--- src/rtl/core/lossless_bitmap_to_dib_writer_defines.svh ---
`ifndef LOSSLESS_BITMAP_TO_DIB_WRITER_DEFINES_SVH
`define LOSSLESS_BITMAP_TO_DIB_WRITER_DEFINES_SVH

// same-cycle implication, checked outside reset
`define LBDW_ASSERT_IMP(label, ante, cons, msg) \
    label: assert property (@(posedge i_clk) disable iff (!i_rst_n) (ante) |-> (cons)) \
        else $error(msg);

// next-cycle implication, checked outside reset
`define LBDW_ASSERT_NXT(label, ante, cons, msg) \
    label: assert property (@(posedge i_clk) disable iff (!i_rst_n) (ante) |=> (cons)) \
        else $error(msg);

`endif

--- src/rtl/core/lbdw_pkg.sv ---
package lbdw_pkg;

    localparam int DIM_BITS   = 16;
    localparam int ADDR_W     = 2 * DIM_BITS + 2;
    localparam int STRIDE_W   = DIM_BITS + 2;
    localparam int SLOT_W     = 9;
    localparam int CFG_IDX_W  = 3;
    localparam int CFG_DATA_W = 16;

    localparam logic [CFG_IDX_W-1:0] REG_IS_TRUECOLOR    = 3'd0;
    localparam logic [CFG_IDX_W-1:0] REG_HAS_ALPHA       = 3'd1;
    localparam logic [CFG_IDX_W-1:0] REG_IMAGE_WIDTH     = 3'd2;
    localparam logic [CFG_IDX_W-1:0] REG_IMAGE_HEIGHT    = 3'd3;
    localparam logic [CFG_IDX_W-1:0] REG_PALETTE_ENTRIES = 3'd4;

    localparam logic [SLOT_W-1:0] MAX_PALETTE = 9'd256;

    localparam logic       TGT_BITMAP  = 1'b0;
    localparam logic       TGT_PALETTE = 1'b1;
    localparam logic [1:0] CNT_INDEX   = 2'd1;
    localparam logic [1:0] CNT_COLOR   = 2'd3;

    typedef struct packed {
        logic       frame_start;
        logic [7:0] src_byte;
    } t_in_item;

    typedef struct packed {
        logic              target;
        logic [ADDR_W-1:0] dest_index;
        logic [1:0]        byte_count;
        logic [7:0]        byte0;
        logic [7:0]        byte1;
        logic [7:0]        byte2;
        logic              last_write;
    } t_out_item;

    typedef struct packed {
        logic                is_truecolor;
        logic                has_alpha;
        logic [DIM_BITS-1:0] image_width;
        logic [DIM_BITS-1:0] image_height;
        logic [SLOT_W-1:0]   palette_entries;
        logic                changed;
    } t_cfg;

    // c over white with alpha a, saturated
    function automatic logic [7:0] over_white(input logic [7:0] c, input logic [7:0] a);
        logic [8:0] v;
        v = {1'b0, c} + 9'd255 - {1'b0, a};
        return (v > 9'd255) ? 8'hFF : v[7:0];
    endfunction

endpackage

--- src/rtl/core/lossless_bitmap_to_dib_writer.sv ---
// A byte waits in the input queue; its result is registered in the result queue.
// Throughput: one byte per cycle while the result queue has room; after each config
// write, no byte is taken in the next cycle while the row-base product
// (height - 1) * stride is re-registered.
// Reset (i_rst_n low, synchronous): queues empty, counters cleared, registers at defaults.
`include "lossless_bitmap_to_dib_writer_defines.svh"

module lossless_bitmap_to_dib_writer import lbdw_pkg::*; (
    input  logic                  i_clk,
    input  logic                  i_rst_n,
    input  logic                  push,
    output logic                  full,
    input  t_in_item              i_item,
    output logic                  empty,
    input  logic                  pop,
    output t_out_item             o_res,
    input  logic                  i_cfg_wr_en,
    input  logic [CFG_IDX_W-1:0]  i_cfg_index,
    input  logic [CFG_DATA_W-1:0] i_cfg_data
);

    logic                r_is_truecolor;
    logic                r_has_alpha;
    logic [DIM_BITS-1:0] r_image_width;
    logic [DIM_BITS-1:0] r_image_height;
    logic [SLOT_W-1:0]   r_palette_entries;
    logic                r_cfg_chg;
    t_cfg                s_cfg;
    logic                s_head_vld;
    t_in_item            s_head;
    logic                s_take;

    always_ff @(posedge i_clk) begin
        if (!i_rst_n) begin
            r_is_truecolor    <= 1'b0;
            r_has_alpha       <= 1'b0;
            r_image_width     <= DIM_BITS'(1);
            r_image_height    <= DIM_BITS'(1);
            r_palette_entries <= MAX_PALETTE;
            r_cfg_chg         <= 1'b0;
        end else begin
            r_cfg_chg <= i_cfg_wr_en;
            if (i_cfg_wr_en) begin
                case (i_cfg_index)
                    REG_IS_TRUECOLOR:    r_is_truecolor    <= i_cfg_data[0];
                    REG_HAS_ALPHA:       r_has_alpha       <= i_cfg_data[0];
                    REG_IMAGE_WIDTH:     r_image_width     <= i_cfg_data[DIM_BITS-1:0];
                    REG_IMAGE_HEIGHT:    r_image_height    <= i_cfg_data[DIM_BITS-1:0];
                    REG_PALETTE_ENTRIES: r_palette_entries <= i_cfg_data[SLOT_W-1:0];
                    default: begin
                    end
                endcase
            end
        end
    end

    always_comb begin
        s_cfg.is_truecolor    = r_is_truecolor;
        s_cfg.has_alpha       = r_has_alpha;
        s_cfg.image_width     = r_image_width;
        s_cfg.image_height    = r_image_height;
        s_cfg.palette_entries = r_palette_entries;
        s_cfg.changed         = r_cfg_chg;
    end

    lbdw_front u_front (
        .i_clk      (i_clk),
        .i_rst_n    (i_rst_n),
        .i_push     (push),
        .o_full     (full),
        .i_item     (i_item),
        .o_head_vld (s_head_vld),
        .o_head     (s_head),
        .i_take     (s_take)
    );

    lbdw_back u_back (
        .i_clk      (i_clk),
        .i_rst_n    (i_rst_n),
        .i_cfg      (s_cfg),
        .i_head_vld (s_head_vld),
        .i_head     (s_head),
        .o_take     (s_take),
        .o_empty    (empty),
        .i_pop      (pop),
        .o_res      (o_res)
    );

endmodule

--- src/rtl/core/lbdw_front.sv ---
module lbdw_front import lbdw_pkg::*; (
    input  logic     i_clk,
    input  logic     i_rst_n,
    input  logic     i_push,
    output logic     o_full,
    input  t_in_item i_item,
    output logic     o_head_vld,
    output t_in_item o_head,
    input  logic     i_take
);

    t_in_item   r_q0;
    t_in_item   r_q1;
    logic [1:0] r_cnt;
    logic [1:0] n_cnt;
    logic       s_push;
    logic       s_pop;

    assign o_full     = (r_cnt == 2'd2);
    assign o_head_vld = (r_cnt != 2'd0);
    assign o_head     = r_q0;
    assign s_push     = i_push && !o_full;
    assign s_pop      = i_take && o_head_vld;

    always_comb begin
        n_cnt = r_cnt;
        if (s_push && !s_pop) begin
            n_cnt = r_cnt + 2'd1;
        end else if (!s_push && s_pop) begin
            n_cnt = r_cnt - 2'd1;
        end
    end

    always_ff @(posedge i_clk) begin
        if (!i_rst_n) begin
            r_cnt <= 2'd0;
        end else begin
            r_cnt <= n_cnt;
        end
    end

    always_ff @(posedge i_clk) begin
        if (s_pop) begin
            if (r_cnt == 2'd2) begin
                r_q0 <= r_q1;
            end else if (s_push) begin
                r_q0 <= i_item;
            end
        end else if (s_push && r_cnt == 2'd0) begin
            r_q0 <= i_item;
        end
        if (s_push && ((r_cnt == 2'd1 && !s_pop) || (r_cnt == 2'd2 && s_pop))) begin
            r_q1 <= i_item;
        end
    end

endmodule

--- src/rtl/core/lbdw_back.sv ---
`include "lossless_bitmap_to_dib_writer_defines.svh"

module lbdw_back import lbdw_pkg::*; (
    input  logic      i_clk,
    input  logic      i_rst_n,
    input  t_cfg      i_cfg,
    input  logic      i_head_vld,
    input  t_in_item  i_head,
    output logic      o_take,
    output logic      o_empty,
    input  logic      i_pop,
    output t_out_item o_res
);

    typedef enum logic [1:0] {
        PH_PALETTE,
        PH_PIXELS,
        PH_DONE
    } t_phase;

    t_phase              r_phase;
    t_phase              n_phase;
    logic [1:0]          r_biu;
    logic [1:0]          n_biu;
    logic [7:0]          r_held [3];
    logic [7:0]          n_held [3];
    logic [DIM_BITS-1:0] r_col;
    logic [DIM_BITS-1:0] n_col;
    logic [DIM_BITS-1:0] r_rows;
    logic [DIM_BITS-1:0] n_rows;
    logic [ADDR_W-1:0]   r_rb;
    logic [ADDR_W-1:0]   n_rb;
    logic [SLOT_W-1:0]   r_slot;
    logic [SLOT_W-1:0]   n_slot;
    logic [ADDR_W-1:0]   r_base0;
    logic [ADDR_W-1:0]   n_base0;

    t_out_item           r_oq0;
    t_out_item           r_oq1;
    logic [1:0]          r_ocnt;
    logic [1:0]          n_ocnt;

    logic [STRIDE_W-1:0] s_w1;
    logic [STRIDE_W-1:0] s_w3;
    logic [STRIDE_W-1:0] s_idx_stride;
    logic [STRIDE_W-1:0] s_stride;
    logic [DIM_BITS-1:0] s_hm1;
    logic [SLOT_W-1:0]   s_entries;
    logic [1:0]          s_size_m1;
    logic [STRIDE_W-1:0] s_col3;
    logic [7:0]          s_r;
    logic [7:0]          s_g;
    logic [7:0]          s_b;
    logic                s_end_row;
    logic                s_emit;
    t_out_item           s_res;
    logic                s_take;
    logic                s_opush;
    logic                s_opop;
    logic [7:0]          s_byte;
    logic [DIM_BITS-1:0] s_w;
    logic [DIM_BITS-1:0] s_h;

    assign s_byte = i_head.src_byte;
    assign s_w    = i_cfg.image_width;
    assign s_h    = i_cfg.image_height;

    // row strides of the output bitmap
    assign s_w1         = STRIDE_W'(s_w) + STRIDE_W'(3);
    assign s_w3         = (STRIDE_W'(s_w) << 1) + STRIDE_W'(s_w) + STRIDE_W'(3);
    assign s_idx_stride = {s_w1[STRIDE_W-1:2], 2'b00};
    assign s_stride     = i_cfg.is_truecolor ? {s_w3[STRIDE_W-1:2], 2'b00} : s_idx_stride;
    assign s_hm1        = s_h - DIM_BITS'(1);
    assign n_base0      = (s_h == '0) ? '0 : ADDR_W'(s_hm1) * ADDR_W'(s_stride);

    assign s_entries = (i_cfg.palette_entries > MAX_PALETTE) ? MAX_PALETTE
                                                             : i_cfg.palette_entries;
    assign s_size_m1 = i_cfg.has_alpha ? 2'd3 : 2'd2;

    assign s_take  = i_head_vld && (r_ocnt != 2'd2) && !i_cfg.changed;
    assign o_take  = s_take;
    assign s_opush = s_take && s_emit;
    assign s_opop  = i_pop && (r_ocnt != 2'd0);
    assign o_empty = (r_ocnt == 2'd0);
    assign o_res   = r_oq0;

    always_comb begin
        n_phase   = r_phase;
        n_biu     = r_biu;
        n_held    = r_held;
        n_col     = r_col;
        n_rows    = r_rows;
        n_rb      = r_rb;
        n_slot    = r_slot;
        s_emit    = 1'b0;
        s_res     = '0;
        s_end_row = 1'b0;
        s_col3    = '0;
        s_r       = '0;
        s_g       = '0;
        s_b       = '0;

        if (i_head.frame_start) begin
            n_phase = PH_PALETTE;
            n_biu   = '0;
            n_col   = '0;
            n_rows  = '0;
            n_rb    = '0;
            n_slot  = '0;
            for (int i = 0; i < 3; i++) begin
                n_held[i] = '0;
            end
        end

        if (n_phase == PH_PALETTE) begin
            if (i_cfg.is_truecolor || n_slot >= s_entries) begin
                n_phase = PH_PIXELS;
                n_col   = '0;
                n_rows  = '0;
                n_biu   = '0;
                n_rb    = r_base0;
            end else if (n_biu < s_size_m1) begin
                for (int i = 0; i < 3; i++) begin
                    if (n_biu == 2'(i)) begin
                        n_held[i] = s_byte;
                    end
                end
                n_biu = n_biu + 2'd1;
            end else begin
                if (i_cfg.has_alpha) begin
                    s_r = over_white(n_held[0], s_byte);
                    s_g = over_white(n_held[1], s_byte);
                    s_b = over_white(n_held[2], s_byte);
                end else begin
                    s_r = n_held[0];
                    s_g = n_held[1];
                    s_b = s_byte;
                end
                s_emit           = 1'b1;
                s_res.target     = TGT_PALETTE;
                s_res.dest_index = ADDR_W'(n_slot);
                s_res.byte_count = CNT_COLOR;
                s_res.byte0      = s_b;
                s_res.byte1      = s_g;
                s_res.byte2      = s_r;
                n_slot           = n_slot + SLOT_W'(1);
                n_biu            = '0;
            end
        end

        if (n_phase == PH_PIXELS) begin
            if (s_w == '0 || s_h == '0 || n_rows >= s_h) begin
                n_phase = PH_DONE;
            end else if (!i_cfg.is_truecolor) begin
                if (n_col < s_w) begin
                    s_emit           = 1'b1;
                    s_res.target     = TGT_BITMAP;
                    s_res.dest_index = n_rb + ADDR_W'(n_col);
                    s_res.byte_count = CNT_INDEX;
                    s_res.byte0      = s_byte;
                    s_res.last_write = (n_col == s_w - DIM_BITS'(1))
                                    && (n_rows == s_h - DIM_BITS'(1));
                end
                if (STRIDE_W'(n_col) + STRIDE_W'(1) >= s_idx_stride) begin
                    s_end_row = 1'b1;
                end else begin
                    n_col = n_col + DIM_BITS'(1);
                end
            end else if (n_biu < 2'd3) begin
                for (int i = 0; i < 3; i++) begin
                    if (n_biu == 2'(i)) begin
                        n_held[i] = s_byte;
                    end
                end
                n_biu = n_biu + 2'd1;
            end else begin
                n_biu = '0;
                if (i_cfg.has_alpha) begin
                    s_r = over_white(n_held[1], n_held[0]);
                    s_g = over_white(n_held[2], n_held[0]);
                    s_b = over_white(s_byte, n_held[0]);
                end else begin
                    s_r = n_held[1];
                    s_g = n_held[2];
                    s_b = s_byte;
                end
                s_col3 = (STRIDE_W'(n_col) << 1) + STRIDE_W'(n_col);
                if (n_col < s_w) begin
                    s_emit           = 1'b1;
                    s_res.target     = TGT_BITMAP;
                    s_res.dest_index = n_rb + ADDR_W'(s_col3);
                    s_res.byte_count = CNT_COLOR;
                    s_res.byte0      = s_b;
                    s_res.byte1      = s_g;
                    s_res.byte2      = s_r;
                    s_res.last_write = (n_col == s_w - DIM_BITS'(1))
                                    && (n_rows == s_h - DIM_BITS'(1));
                end
                if ({1'b0, n_col} + (DIM_BITS + 1)'(1) >= {1'b0, s_w}) begin
                    s_end_row = 1'b1;
                end else begin
                    n_col = n_col + DIM_BITS'(1);
                end
            end

            if (s_end_row) begin
                n_col  = '0;
                n_rows = n_rows + DIM_BITS'(1);
                n_rb   = n_rb - ADDR_W'(s_stride);
                if (n_rows == '0 || n_rows >= s_h) begin
                    n_phase = PH_DONE;
                end
            end
        end
    end

    always_comb begin
        n_ocnt = r_ocnt;
        if (s_opush && !s_opop) begin
            n_ocnt = r_ocnt + 2'd1;
        end else if (!s_opush && s_opop) begin
            n_ocnt = r_ocnt - 2'd1;
        end
    end

    always_ff @(posedge i_clk) begin
        if (!i_rst_n) begin
            r_phase <= PH_PALETTE;
            r_biu   <= '0;
            r_col   <= '0;
            r_rows  <= '0;
            r_rb    <= '0;
            r_slot  <= '0;
            r_ocnt  <= '0;
            for (int i = 0; i < 3; i++) begin
                r_held[i] <= '0;
            end
        end else begin
            r_ocnt <= n_ocnt;
            if (s_take) begin
                r_phase <= n_phase;
                r_biu   <= n_biu;
                r_col   <= n_col;
                r_rows  <= n_rows;
                r_rb    <= n_rb;
                r_slot  <= n_slot;
                r_held  <= n_held;
            end
        end
    end

    always_ff @(posedge i_clk) begin
        r_base0 <= n_base0;
        if (s_opop) begin
            if (r_ocnt == 2'd2) begin
                r_oq0 <= r_oq1;
            end else if (s_opush) begin
                r_oq0 <= s_res;
            end
        end else if (s_opush && r_ocnt == 2'd0) begin
            r_oq0 <= s_res;
        end
        if (s_opush && ((r_ocnt == 2'd1 && !s_opop) || (r_ocnt == 2'd2 && s_opop))) begin
            r_oq1 <= s_res;
        end
    end

    `LBDW_ASSERT_IMP(a_pal_write_form, s_opush && (s_res.target == TGT_PALETTE), !s_res.last_write && (s_res.byte_count == CNT_COLOR), "palette transfer malformed")
    `LBDW_ASSERT_NXT(a_done_after_last, s_opush && s_res.last_write && i_cfg.is_truecolor, r_phase == PH_DONE, "image not closed after last pixel")
    `LBDW_ASSERT_IMP(a_no_overrun, s_take, r_ocnt != 2'd2, "result queue overrun")

endmodule

--- config.mk ---
export PLATFORM = sky130hd
export DESIGN_NAME = lossless_bitmap_to_dib_writer
export DESIGN_NICKNAME = d
export VERILOG_FILES = /design/src/rtl/core/lbdw_pkg.sv /design/src/rtl/core/lossless_bitmap_to_dib_writer.sv /design/src/rtl/core/lbdw_front.sv /design/src/rtl/core/lbdw_back.sv
export VERILOG_INCLUDE_DIRS = /design/src /design/src/rtl/core
export SDC_FILE = /design/constraint.sdc
export NUM_CORES = 2
export LEC_CHECK = 0
export BUFFER_PORTS_ARGS = -buffer_cell sky130_fd_sc_hd__buf_2
export CORE_MARGIN = 2
export CORE_UTILIZATION = 59
export DETAILED_ROUTE_END_ITERATION = 7
export PLACE_DENSITY = 0.77
export SLEW_MARGIN = 20
export SYNTH_ARGS = -nofsm -noshare
export SYNTH_HDL_FRONTEND = slang
export SYNTH_HIERARCHICAL = 1
export SYNTH_SLANG_ARGS = --single-unit
export TNS_END_PERCENT = 50
--- constraint.sdc ---
create_clock -name i_clk -period 10.02 [get_ports i_clk]
set_input_delay 1.503 -clock i_clk [delete_from_list [all_inputs] [get_ports i_clk]]
set_output_delay 1.503 -clock i_clk [all_outputs]
set_load 0.01 [all_outputs]
==> results.json <==
{
  "antenna_found_initial": 1,
  "seq_power_share_pct": 30.7,
  "numCtsBuffers": 38,
  "worstSetupStartpointType": "flip-flop",
  "ys.warnings.count": 6,
  "start_util_pct": 59.9,
  "fin_total_pwr_mw": 5.48,
  "htree_levels": 2,
  "r2r_cells": 37,
  "ys_ff_latch": 325,
  "post_synth_num_cell_types": 105,
  "rsz0062_at_grt": "false",
  "dp_cells": 5049,
  "ys.flop_type": "dfxtp_1",
  "antenna_left": 0,
  "crit-reg2reg-launch": "r_image_width[3]",
  "whs_path_depth": 2,
  "overflow": 0,
  "slew_headroom_pct": 17.3,
  "whs_endpoint": "u_back/r_rb[32]",
  "p_switching_mw": 2.26,
  "outcome": "finished clean",
  "synth_edf_count": 142,
  "power_density_nw_per_um2": 143,
  "postSynthCellCount": 4293,
  "drcViolationCount": 0,
  "post-route-util_pct": 64.4,
  "coreArea_sq_um": 59200,
  "peakVddDrop_v": 0.000173,
  "p_int_mw": 3.22,
  "wl_mm": 115,
  "netlist_top_cells_area": "ha_1 (13%), edfxtp_1 (12%), fa_1 (12%)",
  "max_freq_mhz": 104,
  "clk_pin_slew_ps": 60,
  "vias": 32900,
  "gp_congestion": 1.04,
  "clkSinkCount": 325,
  "yosys.area.top_type_share_pct": 12.6,
  "nNetsFinal": 4914,
  "worst_pin_slew_ps": 1230,
  "setup-tns-final_ps": 0,
  "syn_to_final_growth_pct": 7.51,
  "power_frac_clock_pct": 27.4,
  "hp-class": "flip-flop to flip-flop",
  "slowest_delay_ps": 570,
  "critPathArrivalTime_ps": 10020,
  "drv_cap": 0,
  "min_from": "u_back/r_rb[32]",
  "stdcell_count": 5121,
  "io_pins": 97,
  "dr.first_iter.drc_count": 3519,
  "crit_type": "flip-flop to flip-flop",
  "r2r_setup_slack_ps": 420,
  "rows": 89,
  "grt_usage_pct": 36.4,
  "crit_top_cell": "inv_1",
  "grt_pass1_vias": 31400,
  "leakagePower_nw": 17.1,
  "clock_latency_ps": 590,
  "skew_ps": 32.1,
  "async_reset_ff_share_pct": 0,
  "netlist_area_sq_um": 35500,
  "cp.required_ps": 10440,
  "die_y_um": 249,
  "critPathSlowestCell": "a2111oi_1",
  "dp_hpwl_mm": 88.7,
  "postLayoutCellArea_sq_um": 38200,
  "fin_crit_ps": 9600,
  "cts_tree": "yes",
  "finalSetupViolCount": 0,
  "r2r-end": "u_back/r_base0[33]",
  "p_comb_share_pct": 41.9,
  "grt_max_degree": 66,
  "p_sw_share_pct": 41.3,
  "place_area_sq_um": 36800,
  "port_buffers": 96,
  "finalHoldViolCount": 0,
  "die_x_um": 249,
  "worstPathMaxFanout": 6,
  "syn-num-nets": 4891,
  "drt_first_pass_iters": 8,
  "synth.largest_area_cell": "ha_1",
  "wire_per_inst_um": 22.5,
  "grt_pass1_wl_mm": 178,
  "endpoint_kind": "flip-flop",
  "post-route-period-util_pct": 95.8,
  "clk_path_buf_depth": 3,
  "avgSynthCellArea_sq_um": 8.27,
  "die-area_sq_um": 62200,
  "slew_violations": 0,
  "synth_seq_area_share_pct": 22.3,
  "cts-root-buf": "clkbuf_16",
  "viasPerCell": 6.42,
  "drive_gt1_share_pct": 8.05
}
kinds of logic (layout without fill, tap and decap cells):
family                   count (synthesis)  count (layout)  synth area share (%)
AND/OR/NAND/NOR                       1495            1495                  19.6
AO/OA/AOI/OAI                          909             909                  17.1
buffers and inverters                  617             670                  6.67
adder cells (fa/ha/maj)                575             575                  24.6
flip-flops                             325             325                  22.3
XOR/XNOR                               257             257                  6.36
multiplexers                           115             115                  3.42
other                                    0               2                     0
cells in the mapped netlist (10+ instances only):
master and instances:
a211o_1 12, a211oi_1 27, a21boi_0 14, a21o_1 80
a21oi_1 226, a221oi_1 14, a22o_1 11, a22oi_1 39
a311oi_1 10, a31oi_1 55, a32oi_1 10, and2_1 41
and3_1 63, and4_1 10, buf_1 23, buf_2 18
clkbuf_1 148, dfxtp_1 183, edfxtp_1 142, fa_1 207
ha_1 358, inv_1 409, maj3_1 10, mux2_2 47
mux2i_1 67, nand2_1 492, nand2b_1 37, nand3_1 85
nand4_1 36, nor2_1 449, nor2b_1 64, nor3_1 93
nor4_1 32, o211ai_1 32, o21a_1 34, o21ai_0 164
o21bai_1 11, o221ai_1 41, o31ai_1 22, or3_1 25
xnor2_1 189, xor2_1 67
registers in the layout (all words and copies together), names as in the netlist, 9 cells and up:
register,cells
u_front/o_head,9
u_back/r_slot,9
u_back/o_res,62
u_back/r_rb,34
u_back/r_oq1,62
u_back/r_col,16
r_image_height,16
u_back/r_rows,16
u_back/r_held,24
r_palette_entries,9
u_front/r_q1,9
r_image_width,16
u_back/r_base0,32
through the flow:
stage / setup slack, ps / hold slack, ps
after floorplan: 506 / 427
after global placement: 573 / 435
after detailed placement: 457 / 439
after CTS: 370 / 447
after global routing: 15.2 / 472
final: 425 / 448
worst max-delay path by stage:
stage,slack (ps),cells past startpoint,startpoint,endpoint
after floorplan,510,31,u_front/o_head[8],u_back/r_oq1[0]
after global routing,20,38,r_image_width[3],u_back/r_base0[33]
after CTS,370,37,r_image_width[3],u_back/r_base0[33]
after global placement,570,37,r_image_width[3],u_back/r_base0[33]
final,420,37,r_image_width[3],u_back/r_base0[33]
after detailed placement,460,37,r_image_width[3],u_back/r_base0[33]
per-layer routing:
layer  GRT usage [%]  routed length, um  vias up
met5               0                  0        -
met4            20.9               7700        0
met3            7.22              12400      480
met2            56.1              49300     1999
met1            47.7              45600    15400
li1                -                  -    15000
power by group through the flow:
stage	Clock [mW]	Sequential (mW)	Combinational, mW
2_1_floorplan	0	1.69	1.56
6_report	1.50	1.68	2.29
3_5_place_dp	0	1.70	2.20
5_1_grt	1.57	1.70	2.47
3_3_place_gp	0	1.70	2.17
4_1_cts	1.52	1.68	2.22
cell usage in the layout, fill, tap and decap left out, types with 142 or more instances in the layout:
cell	n
nor2_1	448
nand2_1	491
dfxtp_1	181
o21ai_0	163
a21oi_1	225
fa_1	207
inv_1	408
xnor2_1	187
ha_1	358
edfxtp_1	142
what timing repair did:
item,in CTS,in global routing
setup buffers,0,0
endpoints found under the setup margin,0,3
resized for setup,0,2
hold buffers,0,0
worst max-delay path: cells and delay by family (launching register included):
kind	cells	cell delay, ps
adders and majority gates	9	4050
DFF	1	410
AOI/OAI and AO/OA	13	3040
buffers and inverters	7	580
xor gates and xnor gates	1	160
and+or+nand+nor	7	1180
area by class of cell:
class | instances | area [sq um]
Inverter | 421 | 1580
Timing Repair Buffer | 179 | 1100
Antenna cell | 2 | 5.00
Clock inverter | 23 | 303
Sequential cell | 325 | 7930
Clock buffer | 47 | 1020
Multi-Input combinational cell | 3351 | 25300
Tap cell | 773 | 967
Fill cell | 5128 | 21100
Power figures use the tool's default switching activity.
